`config.mk`:
```
export PLATFORM = sky130hd
export DESIGN_NAME = ir_pulse_distance_frame_encoder_core
export DESIGN_NICKNAME = d
export VERILOG_FILES = /design/src/rtl/core/ipdfe_pkg.sv /design/src/rtl/core/ir_pulse_distance_frame_encoder_core.sv /design/src/rtl/core/ipdfe_regs.sv /design/src/rtl/core/ipdfe_pipe.sv
export SDC_FILE = /design/constraint.sdc
export NUM_CORES = 1
export LEC_CHECK = 0
export ABC_AREA = 1
export BUFFER_PORTS_ARGS = -buffer_cell sky130_fd_sc_hd__buf_2
export CAP_MARGIN = 20
export CORE_MARGIN = 1.5
export CORE_UTILIZATION = 50
export DETAILED_ROUTE_END_ITERATION = 6
export GPL_TIMING_DRIVEN = 0
export PLACE_DENSITY = 0.81
export SETUP_SLACK_MARGIN = 0.3
export SYNTH_ARGS = -nofsm -noshare
export SYNTH_HDL_FRONTEND = slang
export SYNTH_HIERARCHICAL = 1
export SYNTH_SLANG_ARGS = --single-unit
```
`constraint.sdc`:
```
create_clock -name i_clk -period 4.2 [get_ports i_clk]
set_clock_uncertainty 0.2 [all_clocks]
set_input_delay 0.21 -clock i_clk [delete_from_list [all_inputs] [get_ports i_clk]]
set_output_delay 0.21 -clock i_clk [all_outputs]
set_load 0.02 [all_outputs]
```
`src/rtl/core/ipdfe_pkg.sv`:
```
package ipdfe_pkg;

    // Field widths
    localparam int DUR_W  = 16;
    localparam int CMD_W  = 32;
    localparam int POS_W  = 7;
    localparam int FRM_W  = 2;
    localparam int ADDR_W = 5;
    localparam int DATA_W = 32;

    // Symbol positions inside one 68-symbol frame
    localparam logic [POS_W-1:0] POS_HDR_MARK  = 7'd0;
    localparam logic [POS_W-1:0] POS_HDR_SPACE = 7'd1;
    localparam logic [POS_W-1:0] POS_FTR_MARK  = 7'd66;
    localparam logic [POS_W-1:0] POS_FTR_SPACE = 7'd67;
    localparam logic [POS_W-1:0] POS_FIRST_BIT = 7'd2;
    localparam logic [POS_W-1:0] FRAME_LEN     = 7'd68;
    localparam logic [FRM_W-1:0] FRM_FIRST     = 2'd0;
    localparam logic [FRM_W-1:0] FRM_INVERTED  = 2'd1;
    localparam logic [FRM_W-1:0] FRM_LAST      = 2'd2;

    // Action codes
    localparam logic ACT_START = 1'b0;
    localparam logic ACT_NEXT  = 1'b1;

    // Status codes
    localparam logic STAT_OK   = 1'b0;
    localparam logic STAT_IDLE = 1'b1;

    // Register indexes (byte address = 4 * index)
    localparam logic [2:0] REG_HDR_MARK  = 3'd0;
    localparam logic [2:0] REG_HDR_SPACE = 3'd1;
    localparam logic [2:0] REG_BIT_MARK  = 3'd2;
    localparam logic [2:0] REG_ONE_SPACE = 3'd3;
    localparam logic [2:0] REG_ZERO_SPACE = 3'd4;
    localparam logic [2:0] REG_FTR_MARK  = 3'd5;
    localparam logic [2:0] REG_FTR_SPACE = 3'd6;

    // Register reset values (microseconds)
    localparam logic [DUR_W-1:0] RST_HDR_MARK   = 16'd8341;
    localparam logic [DUR_W-1:0] RST_HDR_SPACE  = 16'd3541;
    localparam logic [DUR_W-1:0] RST_BIT_MARK   = 16'd555;
    localparam logic [DUR_W-1:0] RST_ONE_SPACE  = 16'd1600;
    localparam logic [DUR_W-1:0] RST_ZERO_SPACE = 16'd491;
    localparam logic [DUR_W-1:0] RST_FTR_MARK   = 16'd555;
    localparam logic [DUR_W-1:0] RST_FTR_SPACE  = 16'd21077;

    typedef struct packed {
        logic             action;
        logic [CMD_W-1:0] command;
    } t_in;

    typedef struct packed {
        logic [DUR_W-1:0] duration;
        logic             is_mark;
        logic             last;
        logic             status;
    } t_out;

    typedef struct packed {
        logic [DUR_W-1:0] header_mark_time;
        logic [DUR_W-1:0] header_space_time;
        logic [DUR_W-1:0] bit_mark_time;
        logic [DUR_W-1:0] one_space_time;
        logic [DUR_W-1:0] zero_space_time;
        logic [DUR_W-1:0] footer_mark_time;
        logic [DUR_W-1:0] footer_space_time;
    } t_cfg;

    // Sequencer state, exported for checking
    typedef struct packed {
        logic             active;
        logic [FRM_W-1:0] frame;
        logic [POS_W-1:0] pos;
    } t_seq_state;

endpackage

```
`src/rtl/core/ir_pulse_distance_frame_encoder_core.sv`:
```
// Each request passes the input register, then the result register, before its
// result is valid; either register can hold it while the receiver stalls.
// Throughput: one request per cycle while the receiver is ready; each request yields exactly one result.
// Rate is set by the combinational duration select between the two stages.
// Reset (i_rst_n low, synchronous): pipeline empty, sequence idle, timing
// registers back to their default microsecond values.
module ir_pulse_distance_frame_encoder_core (
    input  logic                         i_clk,
    input  logic                         i_rst_n,
    input  logic                         psel,
    input  logic                         penable,
    input  logic                         pwrite,
    input  logic [ipdfe_pkg::ADDR_W-1:0] paddr,
    input  logic [ipdfe_pkg::DATA_W-1:0] pwdata,
    output logic [ipdfe_pkg::DATA_W-1:0] prdata,
    output logic                         pready,
    input  logic                         i_valid,
    output logic                         o_ready,
    input  ipdfe_pkg::t_in               i_data,
    output logic                         o_valid,
    input  logic                         i_ready,
    output ipdfe_pkg::t_out              o_data
);
    import ipdfe_pkg::*;

    t_cfg       w_cfg;
    t_seq_state w_state;

    // Timing registers
    ipdfe_regs u_regs (
        .i_clk   (i_clk),
        .i_rst_n (i_rst_n),
        .psel    (psel),
        .penable (penable),
        .pwrite  (pwrite),
        .paddr   (paddr),
        .pwdata  (pwdata),
        .prdata  (prdata),
        .pready  (pready),
        .o_cfg   (w_cfg)
    );

    // Duration sequencer
    ipdfe_pipe u_pipe (
        .i_clk   (i_clk),
        .i_rst_n (i_rst_n),
        .i_cfg   (w_cfg),
        .i_valid (i_valid),
        .o_ready (o_ready),
        .i_data  (i_data),
        .o_valid (o_valid),
        .i_ready (i_ready),
        .o_data  (o_data),
        .o_state (w_state)
    );

    // Idle sequencer sits at the start of frame zero
    a_idle_home: assert property (@(posedge i_clk) disable iff (!i_rst_n)
        !w_state.active |-> (w_state.frame == FRM_FIRST) && (w_state.pos == POS_HDR_MARK))
        else $error("idle sequencer not at home position");

    // Position and frame stay in range
    a_state_range: assert property (@(posedge i_clk) disable iff (!i_rst_n)
        (w_state.pos < FRAME_LEN) && (w_state.frame != 2'd3))
        else $error("sequencer position or frame out of range");

    // Last duration is the final footer mark of a live sequence
    a_last_mark: assert property (@(posedge i_clk) disable iff (!i_rst_n)
        o_valid && o_data.last |-> o_data.is_mark && (o_data.status == STAT_OK))
        else $error("last flag on a non-mark or idle result");

    // Idle results carry no duration
    a_idle_zero: assert property (@(posedge i_clk) disable iff (!i_rst_n)
        o_valid && (o_data.status == STAT_IDLE) |->
            (o_data.duration == '0) && !o_data.is_mark && !o_data.last)
        else $error("idle result carries data");

endmodule

```
`src/rtl/core/ipdfe_regs.sv`:
```
module ipdfe_regs (
    input  logic                          i_clk,
    input  logic                          i_rst_n,
    input  logic                          psel,
    input  logic                          penable,
    input  logic                          pwrite,
    input  logic [ipdfe_pkg::ADDR_W-1:0]  paddr,
    input  logic [ipdfe_pkg::DATA_W-1:0]  pwdata,
    output logic [ipdfe_pkg::DATA_W-1:0]  prdata,
    output logic                          pready,
    output ipdfe_pkg::t_cfg               o_cfg
);
    import ipdfe_pkg::*;

    t_cfg       r_cfg;
    logic [2:0] w_idx;
    logic       w_wr;
    logic [DUR_W-1:0] w_rd;

    assign w_idx  = paddr[4:2];
    assign w_wr   = psel && penable && pwrite;
    assign pready = 1'b1;
    assign o_cfg  = r_cfg;

    // Register write, values truncated to 16 bits
    always_ff @(posedge i_clk) begin
        if (!i_rst_n) begin
            r_cfg.header_mark_time  <= RST_HDR_MARK;
            r_cfg.header_space_time <= RST_HDR_SPACE;
            r_cfg.bit_mark_time     <= RST_BIT_MARK;
            r_cfg.one_space_time    <= RST_ONE_SPACE;
            r_cfg.zero_space_time   <= RST_ZERO_SPACE;
            r_cfg.footer_mark_time  <= RST_FTR_MARK;
            r_cfg.footer_space_time <= RST_FTR_SPACE;
        end else if (w_wr) begin
            unique case (w_idx)
                REG_HDR_MARK:   r_cfg.header_mark_time  <= pwdata[DUR_W-1:0];
                REG_HDR_SPACE:  r_cfg.header_space_time <= pwdata[DUR_W-1:0];
                REG_BIT_MARK:   r_cfg.bit_mark_time     <= pwdata[DUR_W-1:0];
                REG_ONE_SPACE:  r_cfg.one_space_time    <= pwdata[DUR_W-1:0];
                REG_ZERO_SPACE: r_cfg.zero_space_time   <= pwdata[DUR_W-1:0];
                REG_FTR_MARK:   r_cfg.footer_mark_time  <= pwdata[DUR_W-1:0];
                REG_FTR_SPACE:  r_cfg.footer_space_time <= pwdata[DUR_W-1:0];
                default: ;
            endcase
        end
    end

    // Read mux; unmapped addresses read zero
    always_comb begin
        unique case (w_idx)
            REG_HDR_MARK:   w_rd = r_cfg.header_mark_time;
            REG_HDR_SPACE:  w_rd = r_cfg.header_space_time;
            REG_BIT_MARK:   w_rd = r_cfg.bit_mark_time;
            REG_ONE_SPACE:  w_rd = r_cfg.one_space_time;
            REG_ZERO_SPACE: w_rd = r_cfg.zero_space_time;
            REG_FTR_MARK:   w_rd = r_cfg.footer_mark_time;
            REG_FTR_SPACE:  w_rd = r_cfg.footer_space_time;
            default:        w_rd = '0;
        endcase
    end

    assign prdata = {{(DATA_W-DUR_W){1'b0}}, w_rd};

endmodule

```
`src/rtl/core/ipdfe_pipe.sv`:
```
module ipdfe_pipe (
    input  logic                  i_clk,
    input  logic                  i_rst_n,
    input  ipdfe_pkg::t_cfg       i_cfg,
    input  logic                  i_valid,
    output logic                  o_ready,
    input  ipdfe_pkg::t_in        i_data,
    output logic                  o_valid,
    input  logic                  i_ready,
    output ipdfe_pkg::t_out       o_data,
    output ipdfe_pkg::t_seq_state o_state
);
    import ipdfe_pkg::*;

    // Input stage
    logic       r_in_vld;
    t_in        r_in;
    // Result stage
    logic       r_out_vld;
    t_out       r_out;
    // Sequence state
    logic [CMD_W-1:0] r_cmd;
    t_seq_state       r_st;

    logic             w_adv;
    logic             w_start;
    logic [CMD_W-1:0] w_cmd;
    logic [FRM_W-1:0] w_frm;
    logic [POS_W-1:0] w_pos;
    logic             w_run;
    logic [CMD_W-1:0] w_word;
    logic [POS_W-1:0] w_bit_off;
    logic [4:0]       w_idx;
    logic             w_bit;
    logic             w_fin;
    logic [POS_W-1:0] w_pos_inc;
    t_out             n_out;
    t_seq_state       n_st;

    // Handshake: result stage moves when empty or drained
    assign w_adv   = r_in_vld && (!r_out_vld || i_ready);
    assign o_ready = !r_in_vld || w_adv;
    assign o_valid = r_out_vld;
    assign o_data  = r_out;
    assign o_state = r_st;

    // Effective state for this request: start reloads, next continues
    assign w_start = (r_in.action == ACT_START);
    assign w_cmd   = w_start ? r_in.command : r_cmd;
    assign w_frm   = w_start ? FRM_FIRST : r_st.frame;
    assign w_pos   = w_start ? POS_HDR_MARK : r_st.pos;
    assign w_run   = w_start || r_st.active;

    // Data bit under test, MSB first, inverted in the middle frame
    assign w_word    = (w_frm == FRM_INVERTED) ? ~w_cmd : w_cmd;
    assign w_bit_off = w_pos - POS_FIRST_BIT;
    assign w_idx     = w_bit_off[5:1];
    assign w_bit     = w_word[5'd31 - w_idx];
    assign w_fin     = (w_frm == FRM_LAST) && (w_pos == POS_FTR_MARK);
    assign w_pos_inc = w_pos + 7'd1;

    // Duration select and state advance
    always_comb begin
        n_out = '0;
        n_st  = r_st;
        if (!w_run) begin
            n_out.status = STAT_IDLE;
        end else begin
            n_out.status  = STAT_OK;
            n_out.is_mark = !w_pos[0];
            n_out.last    = w_fin;
            if (w_pos == POS_HDR_MARK) begin
                n_out.duration = i_cfg.header_mark_time;
            end else if (w_pos == POS_HDR_SPACE) begin
                n_out.duration = i_cfg.header_space_time;
            end else if (w_pos == POS_FTR_MARK) begin
                n_out.duration = i_cfg.footer_mark_time;
            end else if (w_pos == POS_FTR_SPACE) begin
                n_out.duration = i_cfg.footer_space_time;
            end else if (!w_pos[0]) begin
                n_out.duration = i_cfg.bit_mark_time;
            end else if (w_bit) begin
                n_out.duration = i_cfg.one_space_time;
            end else begin
                n_out.duration = i_cfg.zero_space_time;
            end
            if (w_fin) begin
                n_st = '0;
            end else if (w_pos_inc >= FRAME_LEN) begin
                n_st.active = 1'b1;
                n_st.pos    = POS_HDR_MARK;
                n_st.frame  = w_frm + 2'd1;
            end else begin
                n_st.active = 1'b1;
                n_st.pos    = w_pos_inc;
                n_st.frame  = w_frm;
            end
        end
    end

    // Control registers
    always_ff @(posedge i_clk) begin
        if (!i_rst_n) begin
            r_in_vld  <= 1'b0;
            r_out_vld <= 1'b0;
            r_st      <= '0;
            r_cmd     <= '0;
        end else begin
            if (o_ready) begin
                r_in_vld <= i_valid;
            end
            if (w_adv) begin
                r_out_vld <= 1'b1;
                r_st      <= n_st;
                if (w_start) begin
                    r_cmd <= r_in.command;
                end
            end else if (i_ready) begin
                r_out_vld <= 1'b0;
            end
        end
    end

    // Payload registers
    always_ff @(posedge i_clk) begin
        if (o_ready && i_valid) begin
            r_in <= i_data;
        end
        if (w_adv) begin
            r_out <= n_out;
        end
    end

endmodule

```
==> metrics.md, run 1 <==
| Metric | Value |
|---|---|
| Port buffer count | 94 |
| Reg power frac | between 40% and 50% |
| Most frequent cells in the layout | 455 x nand2_1, 222 x nor2_1, 187 x nand3_1 |
| Worst setup path class | flip-flop to flip-flop |
| Tcrit/Tclk final | 86.7% |
| Hold Slack | 0.0389 ns |
| FMAX | 275 MHz |
| CTS Buf Count | 24 |
| Largest delay share family, worst path | buffers and inverters |
| CTS tree | done |
| Worst EP arrival | 3.76 ns |
| Comb pwr share | between 10 and 15% |
| Most common cell after layout, fill and taps aside | nand2_1 |
| Ys async rst share | 0% |
| RSZ-0062 raised after global routing | false |
| CTS Buffer Depth | 3 |
| Residual DRC count | 0 |
| Global route overflow | 0 |
| Area delta synth->final | 20.8% |
| Die ar. | between 0.02 and 0.025 mm2 |
| Hpwl dp | around 30,000 um |
| PwrDens | between 300 and 400 mW/mm2 |
| Layout cell share with drive strength beyond 1 | ~13% |
| I/O pin count | approximately 130 |
| Register area share after synthesis | around 43% |
| Root buffer cell | clkbuf_16 |
| Hold Path Class | primary input to flip-flop |
| Peak supply drop | slightly above 300 uV |
| RR Startpoint | u_pipe/r_in[32] |
| Die H | around 150 um |
| Initial DRC Count | 1,283 |
| Initial Utilization | 50.8% |
| Cell with the most instances on the worst path | a21oi_1 |
| Internal power | approximately 0.0036 W |
| Switching pwr | about 0.0013 W |
| CP Launch Point | u_pipe/r_in[32] |
| Drt via density | between 5 and 6 |
| Yosys warns | 6 |
| WL final | approximately 41,000 um |
| Gate Count Post-Synth | 1,597 |
| Setup ws final | 0.558 ns |
| Hold Crit Depth | 3 |
| Synth area leader | dfxtp_1 |
| Router iterations before antenna repair | 6 |
| Non-filler instance count after layout | about 2,100 |
| Final setup violation count | 0 |
| Pins Over Slew Limit | 0 |
| Layout net count | 1,877 |
| Top post-synthesis cells by area | dfxtp_1 28%, nand2_1 16%, edfxtp_1 14% |
| Design area | around 0.013 mm2 |
| Final hold viol count | 0 |
| Slew HR | around 46% |
| Number of global-route vias before repair | between 10,000 and 15,000 |
| Clock Sinks | 208 |
| CP Launch Type | flip-flop |
| GRT Total Usage | a little over a third |
| Min Tclk post-route | 3.64 ns |
| Yosys top cell area share | between 20% and 30% |
| Initial antenna violation count | 2 |
| Switching share of power | between 20% and 30% |
| Leakage | between 6 and 7 nW |
| Worst-case reg-to-reg path depth | 12 |
| Netlist cell types | 33 |
| CP Cell Sequence | buf_6 > buf_4 > nand2_1 > clkbuf_2 > clkinv_2 > buf_2 > ha_1 > nand4_1 > inv_1 > clkbuf_1 > a21oi_1 > a21oi_1 |
| ANT nets after route | 0 |
| Clk pin slew, worst setup/hold paths | roughly 0.060 ns |
| H-tree Lvls | 1 |
| FF+latch count, synth | between 200 and 250 |
| Vias | around 12,000 |
| CP required | ~4.3 ns |
| Post-synth EDFFs | 52 |
| Dominant synthesized flop cell | dfxtp_1 |
| Synth Cell Area | ~0.011 mm2 |
| GPL Wtd Cong | 1.08 |
| Critical Path Sink Type | flip-flop |
| Clock power frac | about 43% |
| DP Worst Slack | -0.0383 ns |
| Die width | roughly 150 um |
| Post-Place Cells | 1,987 |
| Largest net degree at the start of global routing | 29 |
| Actual slew at the worst max-slew pin | 0.811 ns |
| Crit path largest cell delay | around 0.44 ns |
| HP Start | i_rst_n |
| Syn Area/Cell | around 6.9 um2 |
| Site Rows | between 50 and 60 |
| Crit-path slowest cell | nand4_1 |
| First-pass GRT wire length | 60,200 um |
| Post-DP Area | between 0.01 and 0.015 mm2 |
| Cell depth of the worst setup path | 12 |
| Skew-Pair Late Insertion Delay | between 0.5 and 0.6 ns |
| Core ar. | roughly 0.022 mm2 |
| Status | complete, no violations |
| Bufs and invs on worst path | 7 |
| WL/cell | between 15 and 20 um |
| Crit-path max FO | 11 |
| Maxcap violations | 0 |
[routing by layer]
layer	up-vias	share of wire, %	global-route usage [%]	wire length [um]
li1	5512	-	-	-
met1	5264	39	44.9	16000
met2	723	45	56.5	18200
met3	154	10	7.35	4210
met4	0	5.8	19.3	2380
met5	-	0	0	0
[state kept, by name, indices dropped and copies added (netlist names)]
name / cells
u_pipe/o_data: 19
u_pipe/o_state: 10
u_pipe/o_valid: 1
u_pipe/r_cmd: 32
u_pipe/r_in: 33
u_pipe/r_in_vld: 1
u_regs/o_cfg: 112
[cell usage after synthesis, types with 9 or more instances]
library cell    n
nand2_1       455
o21ai_0        51
or2_2           9
dfxtp_1       156
nor2_1        222
buf_1          13
clkbuf_1       38
a211oi_1       24
nand4_1        53
a21oi_1        66
buf_2          21
nand3_1       187
buf_4          29
edfxtp_1       52
inv_1         146
[power groups by stage]
stage / registers (W) / clock network [W] / logic [W]
3_5_place_dp: 0.00219 / 0 / 0.000528
5_1_grt: 0.00215 / 0.00219 / 0.000634
4_1_cts: 0.00215 / 0.00212 / 0.000572
6_report: 0.00215 / 0.00210 / 0.000592
3_3_place_gp: 0.00219 / 0 / 0.000518
2_1_floorplan: 0.00219 / 0 / 0.000324
[tightest hold or removal path: stages]
cell and delay [ns]:
buf_1 0.31, nand2_1 0.16, nor2_1 0.03
[final cells by class]
class,instances,area (um2)
timing repair buffer,154,1080
buffer,107,587
clock buffer,31,648
inverter,156,591
multi-input combinational,1141,5220
fill,1985,8390
sequential,208,4680
antenna,2,5.00
tap,280,350
clock inverter,13,136
[metrics by stage]
stage / utilization (%) / total power, W / TNS, ns
2_1_floorplan: - / 0.00252 / 0
3_3_place_gp: 54.8 / 0.00271 / -0.0154
3_5_place_dp: 55.0 / 0.00272 / -0.0500
4_1_cts: 61.2 / 0.00484 / 0
5_1_grt: 61.3 / 0.00498 / 0
6_report: 61.3 / 0.00484 / 0
[logic make-up (layout without fill, tap and decap cells)]
kind of cell	count (synthesis)	after routing	synth area share, %
AO/OA/AOI/OAI	153	153	7.61
XOR/XNOR	10	10	0.795
adder cells (fa/ha/maj)	8	8	0.909
buffers and inverters	263	461	10.6
flip-flops	208	208	42.5
other	2	19	0.0682
AND/OR/NAND/NOR	953	953	37.5
[final timing paths]
kind | slack [ns] | end
worst max-delay path | 0.56 | u_pipe/o_data[8]
worst min-delay path | 0.04 | u_regs/o_cfg[1]
worst max register to register | 0.56 | u_pipe/o_data[8]
worst min register to register | 0.26 | u_pipe/r_cmd[8]
[timing repair]
action	CTS	global route
pin swaps	0	1
endpoints found under the hold margin	112	0
hold buffers	56	0
gates resized for setup	3	4
setup buffers	0	3
setup endpoints to repair	15	20
Note: power is estimated with default switching activity, not from simulation.
==> run 2, diff against run 1 <==
--- a/config.mk
+++ b/config.mk
@@ -10,9 +10,11 @@
 export CAP_MARGIN = 20
 export CORE_MARGIN = 1.5
 export CORE_UTILIZATION = 50
+export CTS_CLUSTER_SIZE = 40
 export DETAILED_ROUTE_END_ITERATION = 6
 export GPL_TIMING_DRIVEN = 0
 export PLACE_DENSITY = 0.81
+export RECOVER_POWER = 50
 export SETUP_SLACK_MARGIN = 0.3
 export SYNTH_ARGS = -nofsm -noshare
 export SYNTH_HDL_FRONTEND = slang
==> metrics.md, run 2 (same netlist as run 1, synthesis figures left out) <==
| Metric | Value |
|---|---|
| Cell with the most instances on the worst path | a21oi_1 |
| Worst-case reg-to-reg path depth | 12 (unchanged) |
| Share of the core filled with cells | 60.7% (-0.62 points) |
| Peak supply drop | 304 uV (+0.49%) |
| Die ar. | 0.0229 mm2 (unchanged) |
| Pins Over Slew Limit | 0 (unchanged) |
| WL/cell | 19.6 um (+0.38%) |
| CP Launch Point | u_pipe/r_in[32] |
| Status | complete, but fails checks |
| Failing checks | capacitance limit |
| I/O pin count | 131 (unchanged) |
| Root buffer cell | clkbuf_16 |
| Largest delay share family, worst path | buffers and inverters |
| RSZ-0062 raised after global routing | false |
| FMAX | 273 MHz (-0.71%) |
| Most frequent cells in the layout | 455 x nand2_1, 228 x nor2_1, 189 x nand3_1 |
| Layout cell share with drive strength beyond 1 | 10.6% (-2.3 points) |
| Filler cells | 2,015 (+1.5%) |
| Die H | 151 um (unchanged) |
| Top sig layer | met4 |
| GRT Total Usage | 35.5% (unchanged) |
| Min Tclk post-route | 3.67 ns (+0.0259 ns) |
| Metal-1 WL | 16,200 um (+1.5%) |
| Tcrit/Tclk final | 87.3% (+0.62 points) |
| Worst setup path class | flip-flop to flip-flop |
| Skew-Pair Late Insertion Delay | 0.53 ns (about the same) |
| Crit-path slowest cell | nand4_1 |
| Hold Crit Depth | 3 (unchanged) |
| Global route overflow | 0 (unchanged) |
| WL final | 41,000 um (+0.38%) |
| First-pass GRT wire length | 60,200 um (unchanged) |
| CTS Buffer Depth | 3 (unchanged) |
| Core ar. | 0.0217 mm2 (unchanged) |
| Worst R2R End | u_pipe/o_data[4] |
| Final hold viol count | 0 (unchanged) |
| Met2 WL post-DR | 18,200 um (-0.13%) |
| RR Startpoint | u_pipe/r_in[32] |
| Most common cell after layout, fill and taps aside | nand2_1 |
| Leakage | 6.14 nW (-2.0%) |
| Actual slew at the worst max-slew pin | 1.50 ns (+0.685 ns) |
| Critical Path Sink Type | flip-flop |
| Layout net count | 1,877 (unchanged) |
| CP Launch Type | flip-flop |
| Number of global-route vias before repair | 10,500 (unchanged) |
| Clock Sinks | 208 (unchanged) |
| CP Cell Sequence | buf_6 > buf_4 > nand2_1 > clkbuf_2 > clkinv_2 > buf_2 > ha_1 > nand4_1 > inv_1 > clkbuf_1 > a21oi_1 > a21oi_1 |
| Area delta synth->final | 19.5% |
| Residual DRC count | 0 (unchanged) |
| Site Rows | 54 (unchanged) |
| Router iterations before antenna repair | 6 (unchanged) |
| H-tree Lvls | 1 (unchanged) |
| Port buffer count | 94 (unchanged) |
| Initial antenna violation count | 2 (unchanged) |
| Initial Utilization | 50.8% (unchanged) |
| Clk pin slew, worst setup/hold paths | 0.06 ns (about the same) |
| HP Start | i_rst_n |
| Hold Path Class | primary input to flip-flop |
| Vias | 11,600 (-0.78%) |
| Bufs and invs on worst path | 7 (unchanged) |
| Crit path largest cell delay | 0.44 ns (about the same) |
| Cell depth of the worst setup path | 12 (unchanged) |
| Maxcap violations | 1 (+1) |
| Total negative setup slack | 0 ns (unchanged) |
| Die width | 151 um (unchanged) |
| CTS Buf Count | 24 (unchanged) |
| Hold Path End | u_regs/o_cfg[1] |
| Crit-path max FO | 11 (unchanged) |
| CP required | 4.30 ns (about the same) |
| Wire length on met3 | 4130 um (-1.8%) |
| Hpwl dp | 30,000 um (unchanged) |
| Worst R2R Setup Slack | 0.53 ns (-0.03 ns) |
| Drt via density | 5.53 (-0.78%) |
| Final setup violation count | 0 (unchanged) |
| Worst EP arrival | 3.77 ns (about the same) |
| Max reg flops | 112 (unchanged) |
| ANT nets after route | 0 (unchanged) |
| CTS tree | done |
| Initial DRC Count | 1,312 (+2.3%) |
| PwrDens | 367 mW/mm2 (+0.87%) |
| Largest net degree at the start of global routing | 29 (unchanged) |
| Hold Slack | 0.0312 ns (-0.00771 ns) |
| Slew HR | 0.274% (-46 points) |
| GPL Wtd Cong | 1.08 (unchanged) |
==> run 2: worst max path at each step <==
stage,end,slack (ns)
after floorplan,u_pipe/o_state[0],1.17
after detailed placement,u_pipe/o_data[8],-0.04
final,u_pipe/o_data[4],0.53
after global placement,u_pipe/o_data[8],-0.02
after CTS,u_pipe/o_data[8],0.34
after global routing,u_pipe/o_state[4],0.34
==> run 2: timing repair <==
| item | 4_1_cts | 5_1_grt |
|---|---|---|
| cloned | 0 | 0 |
| pin swaps | 0 | 1 |
| hold buffers | 56 | 0 |
| endpoints found under the setup margin | 15 | 20 |
| buffers inserted | 0 | 3 |
| resized for setup | 3 | 4 |
| hold endpoints to repair | 112 | 0 |
==> run 2: power breakdown <==
| part | switching [W] | total (W) | internal (W) |
|---|---|---|---|
| logic | 0.000400 | 0.000581 | 0.000181 |
| clock network | 0.000832 | 0.00210 | 0.00127 |
| registers | 0.0000301 | 0.00215 | 0.00212 |
| total | 0.00126 | 0.00483 | 0.00357 |
==> run 2: layout make-up <==
type | instances | area (um2) | share of cell area (%)
Antenna cell | 2 | 5.00 | 0.0380
Timing Repair Buffer | 154 | 1030 | 7.82
Buffer | 107 | 554 | 4.21
Inverter | 156 | 591 | 4.48
Clock buffer | 31 | 648 | 4.92
Sequential cell | 208 | 4680 | 35.6
Multi-Input combinational cell | 1141 | 5170 | 39.3
Tap cell | 280 | 350 | 2.66
Clock inverter | 13 | 136 | 1.04
==> run 2: tightest hold or removal path, stage by stage <==
cell	delay, ns
buf_1	0.31
nand2_1	0.16
nor2_1	0.03
==> run 2: routing by layer <==
metal  global-route usage (%)  vias up
li1                         -     5502
met1                     44.9     5261
met2                     56.5      658
met3                     7.35      141
met4                     19.3        0
met5                        0        -
==> run 2: stage by stage <==
step           setup slack [ns]  area, um2  total power, W  std cells
6_report                  0.532      13200         0.00483       2092
5_1_grt                   0.337      13200         0.00497       2092
3_3_place_gp            -0.0154      11900         0.00271       1986
2_1_floorplan              1.17      11100         0.00252       1612
3_5_place_dp            -0.0383      11900         0.00272       1987
4_1_cts                   0.342      13300         0.00484       2087
==> run 3, diff against run 2 <==
--- a/config.mk
+++ b/config.mk
@@ -13,6 +13,7 @@
 export CTS_CLUSTER_SIZE = 40
 export DETAILED_ROUTE_END_ITERATION = 6
 export GPL_TIMING_DRIVEN = 0
+export HOLD_SLACK_MARGIN = 0.08
 export PLACE_DENSITY = 0.81
 export RECOVER_POWER = 50
 export SETUP_SLACK_MARGIN = 0.3
==> metrics.md, run 3 (same netlist as run 1, synthesis figures left out) <==
| Metric | Value |
|---|---|
| Initial Utilization | 50.8% (unchanged) |
| Post-Place Cells | 1,987 (unchanged) |
| FMAX | 274 MHz (+0.56%) |
| RR Startpoint | u_pipe/r_in[32] |
| Cell depth of the worst setup path | 12 (unchanged) |
| I/O pin count | 131 (unchanged) |
| Critical Path Sink Type | flip-flop |
| HP Start | penable |
| Maxcap violations | 1 (unchanged) |
| Min Tclk post-route | 3.65 ns (-0.0204 ns) |
| H-tree Lvls | 1 (unchanged) |
| Initial DRC Count | 1,310 (-0.15%) |
| Die H | 151 um (unchanged) |
| Peak supply drop | 304 uV (-0.14%) |
| Clock power frac | 43.5% (about the same) |
| Most frequent cells in the layout | 455 x nand2_1, 228 x nor2_1, 189 x nand3_1 |
| GPL Wtd Cong | 1.08 (unchanged) |
| Power, Total | 0.00484 W (about the same) |
| Die ar. | 0.0229 mm2 (unchanged) |
| RSZ-0062 raised after global routing | false |
| Clock Sinks | 208 (unchanged) |
| CP Launch Point | u_pipe/r_in[32] |
| Failing checks | DRC, capacitance limit |
| Global route overflow | 0 (unchanged) |
| Reg power frac | 44.5% (about the same) |
| CTS Buffer Depth | 3 (unchanged) |
| Worst R2R Setup Slack | 0.55 ns (+0.02 ns) |
| CTS tree | done |
| Core ar. | 0.0217 mm2 (unchanged) |
| WL/cell | 19.5 um (-0.26%) |
| Tcrit/Tclk final | 86.8% (-0.48 points) |
| Residual DRC count | 3 (+3) |
| CP required | 4.30 ns (about the same) |
| Design area | 0.0132 mm2 (unchanged) |
| Crit-path max FO | 11 (unchanged) |
| Initial antenna violation count | 0 (-2) |
| Comb pwr share | 12.0% (about the same) |
| Final hold viol count | 0 (unchanged) |
| CTS Buf Count | 24 (unchanged) |
| First-pass GRT wire length | 60,100 um (-0.10%) |
| Router iterations before antenna repair | 7 (+1) |
| Layout cell share with drive strength beyond 1 | 10.4% (-0.12 points) |
| Internal power | 0.00357 W (about the same) |
| Filler cells | 2,014 (-0.050%) |
| Actual slew at the worst max-slew pin | 1.50 ns (+0.000123 ns) |
| Die width | 151 um (unchanged) |
| Worst-case reg-to-reg path depth | 12 (unchanged) |
| Worst EP arrival | 3.75 ns (-0.02 ns) |
| Bufs and invs on worst path | 7 (unchanged) |
| Port buffer count | 94 (unchanged) |
| Non-filler instance count after layout | 2,091 (-0.048%) |
| Number of global-route vias before repair | 10,500 (-0.13%) |
| Post-DP Area | 0.0119 mm2 (unchanged) |
| Total negative setup slack | 0 ns (unchanged) |
| Setup ws final | 0.553 ns (+0.0204 ns) |
| Skew-Pair Late Insertion Delay | 0.52 ns (about the same) |
| Cell with the most instances on the worst path | a21oi_1 |
| Antenna cells | 0 (-2) |
| GRT Total Usage | 35.4% (-0.047 points) |
| Final setup violation count | 0 (unchanged) |
| Status | complete, but fails checks |
| Switching share of power | 26.2% (+0.063 points) |
| Worst setup path class | flip-flop to flip-flop |
| Slew HR | 0.266% (-0.0082 points) |
| Leakage | 6.14 nW (about the same) |
| ANT nets after route | 0 (unchanged) |
| Layout net count | 1,878 (+0.053%) |
| Most common cell after layout, fill and taps aside | nand2_1 |
| Vias | 11,600 (-0.078%) |
| DP Worst Slack | -0.0383 ns (unchanged) |
| PwrDens | 367 mW/mm2 (about the same) |
| Drt via density | 5.53 (about the same) |
| Crit-path slowest cell | nand4_1 |
| Pins Over Slew Limit | 0 (unchanged) |
| Largest net degree at the start of global routing | 29 (unchanged) |
| Max reg flops | 112 (unchanged) |
| WL final | 40,900 um (-0.31%) |
| Hold Crit Depth | 5 (+2) |
| CP Launch Type | flip-flop |
| Area delta synth->final | 19.5% (unchanged) |
| CP Cell Sequence | buf_6 > buf_4 > nand2_1 > clkbuf_2 > clkinv_2 > buf_2 > ha_1 > nand4_1 > inv_1 > clkbuf_1 > a21oi_1 > a21oi_1 |
| Switching pwr | 0.00127 W (+0.33%) |
| Hold Path Class | primary input to flip-flop |
| Crit path largest cell delay | 0.43 ns (about the same) |
| Largest delay share family, worst path | buffers and inverters |
| Hpwl dp | 30,000 um (unchanged) |
| Clk pin slew, worst setup/hold paths | 0.06 ns (about the same) |
| Root buffer cell | clkbuf_16 |
| Site Rows | 54 (unchanged) |
==> run 3: changes by cell type in the layout (fill, tap and decap cells not counted) <==
cell,delta
dlygate4sd3_1,+1
diode_2,-2
clkbuf_1,+2
buf_2,-1
buf_4,-1
==> run 3: through the flow <==
stage,hold WS [ns],utilization (%)
floorplan,0.109,-
global route,0.162,60.7
global placement,0.187,54.8
detailed placement,0.188,55.0
CTS,0.120,61.2
finish,0.101,60.7
==> run 3: worst register-to-register path, stage by stage, from the launching register on <==
cell      delay, ns
edfxtp_1       0.36
buf_6          0.18
buf_4          0.21
nand2_1        0.09
clkbuf_2       0.20
clkinv_2       0.16
buf_2          0.32
ha_1           0.21
nand4_1        0.43
inv_1          0.29
clkbuf_1       0.36
a21oi_1        0.12
a21oi_1        0.31
==> run 3: worst paths after layout <==
kind | to
worst min-delay path | u_regs/o_cfg[0]
worst max register to register | u_pipe/o_data[4]
worst min register to register | u_pipe/r_cmd[23]
worst max-delay path | u_pipe/o_data[4]
==> run 3: cell type report <==
cell class                 count  area [um2]  area share, %
multi-input combinational   1141        5170           39.3
sequential                   208        4680           35.6
inverter                     156         591           4.48
timing repair buffer         155        1040           7.89
buffer                       107         551           4.18
clock inverter                13         136           1.04
clock buffer                  31         648           4.92
tap                          280         350           2.66
==> run 3: layer usage <==
metal  part of all wire [%]  vias to the layer above  wire length (um)  track usage [%]
met5                      0                        -                 0                0
met4                    5.9                        0              2420             19.6
met3                     10                      135              4190             7.29
met2                     44                      666             18100             56.1
met1                     40                     5240             16200             45.0
li1                       -                     5512                 -                -
==> run 3: repair_timing <==
action                     in CTS  in global routing
gates resized for setup         3                  4
setup endpoints to repair      15                 20
pin swaps                       0                  1
hold endpoints to repair      162                  0
hold buffers                   57                  0
buffers inserted                0                  3
==> run 3: power groups by stage <==
stage                     Sequential (W)  Clock, W  Combinational (W)
after floorplan                  0.00219         0           0.000324
after global placement           0.00219         0           0.000518
after detailed placement         0.00219         0           0.000528
after CTS                        0.00215   0.00212           0.000573
after global routing             0.00216   0.00219           0.000624
final                            0.00215   0.00210           0.000581
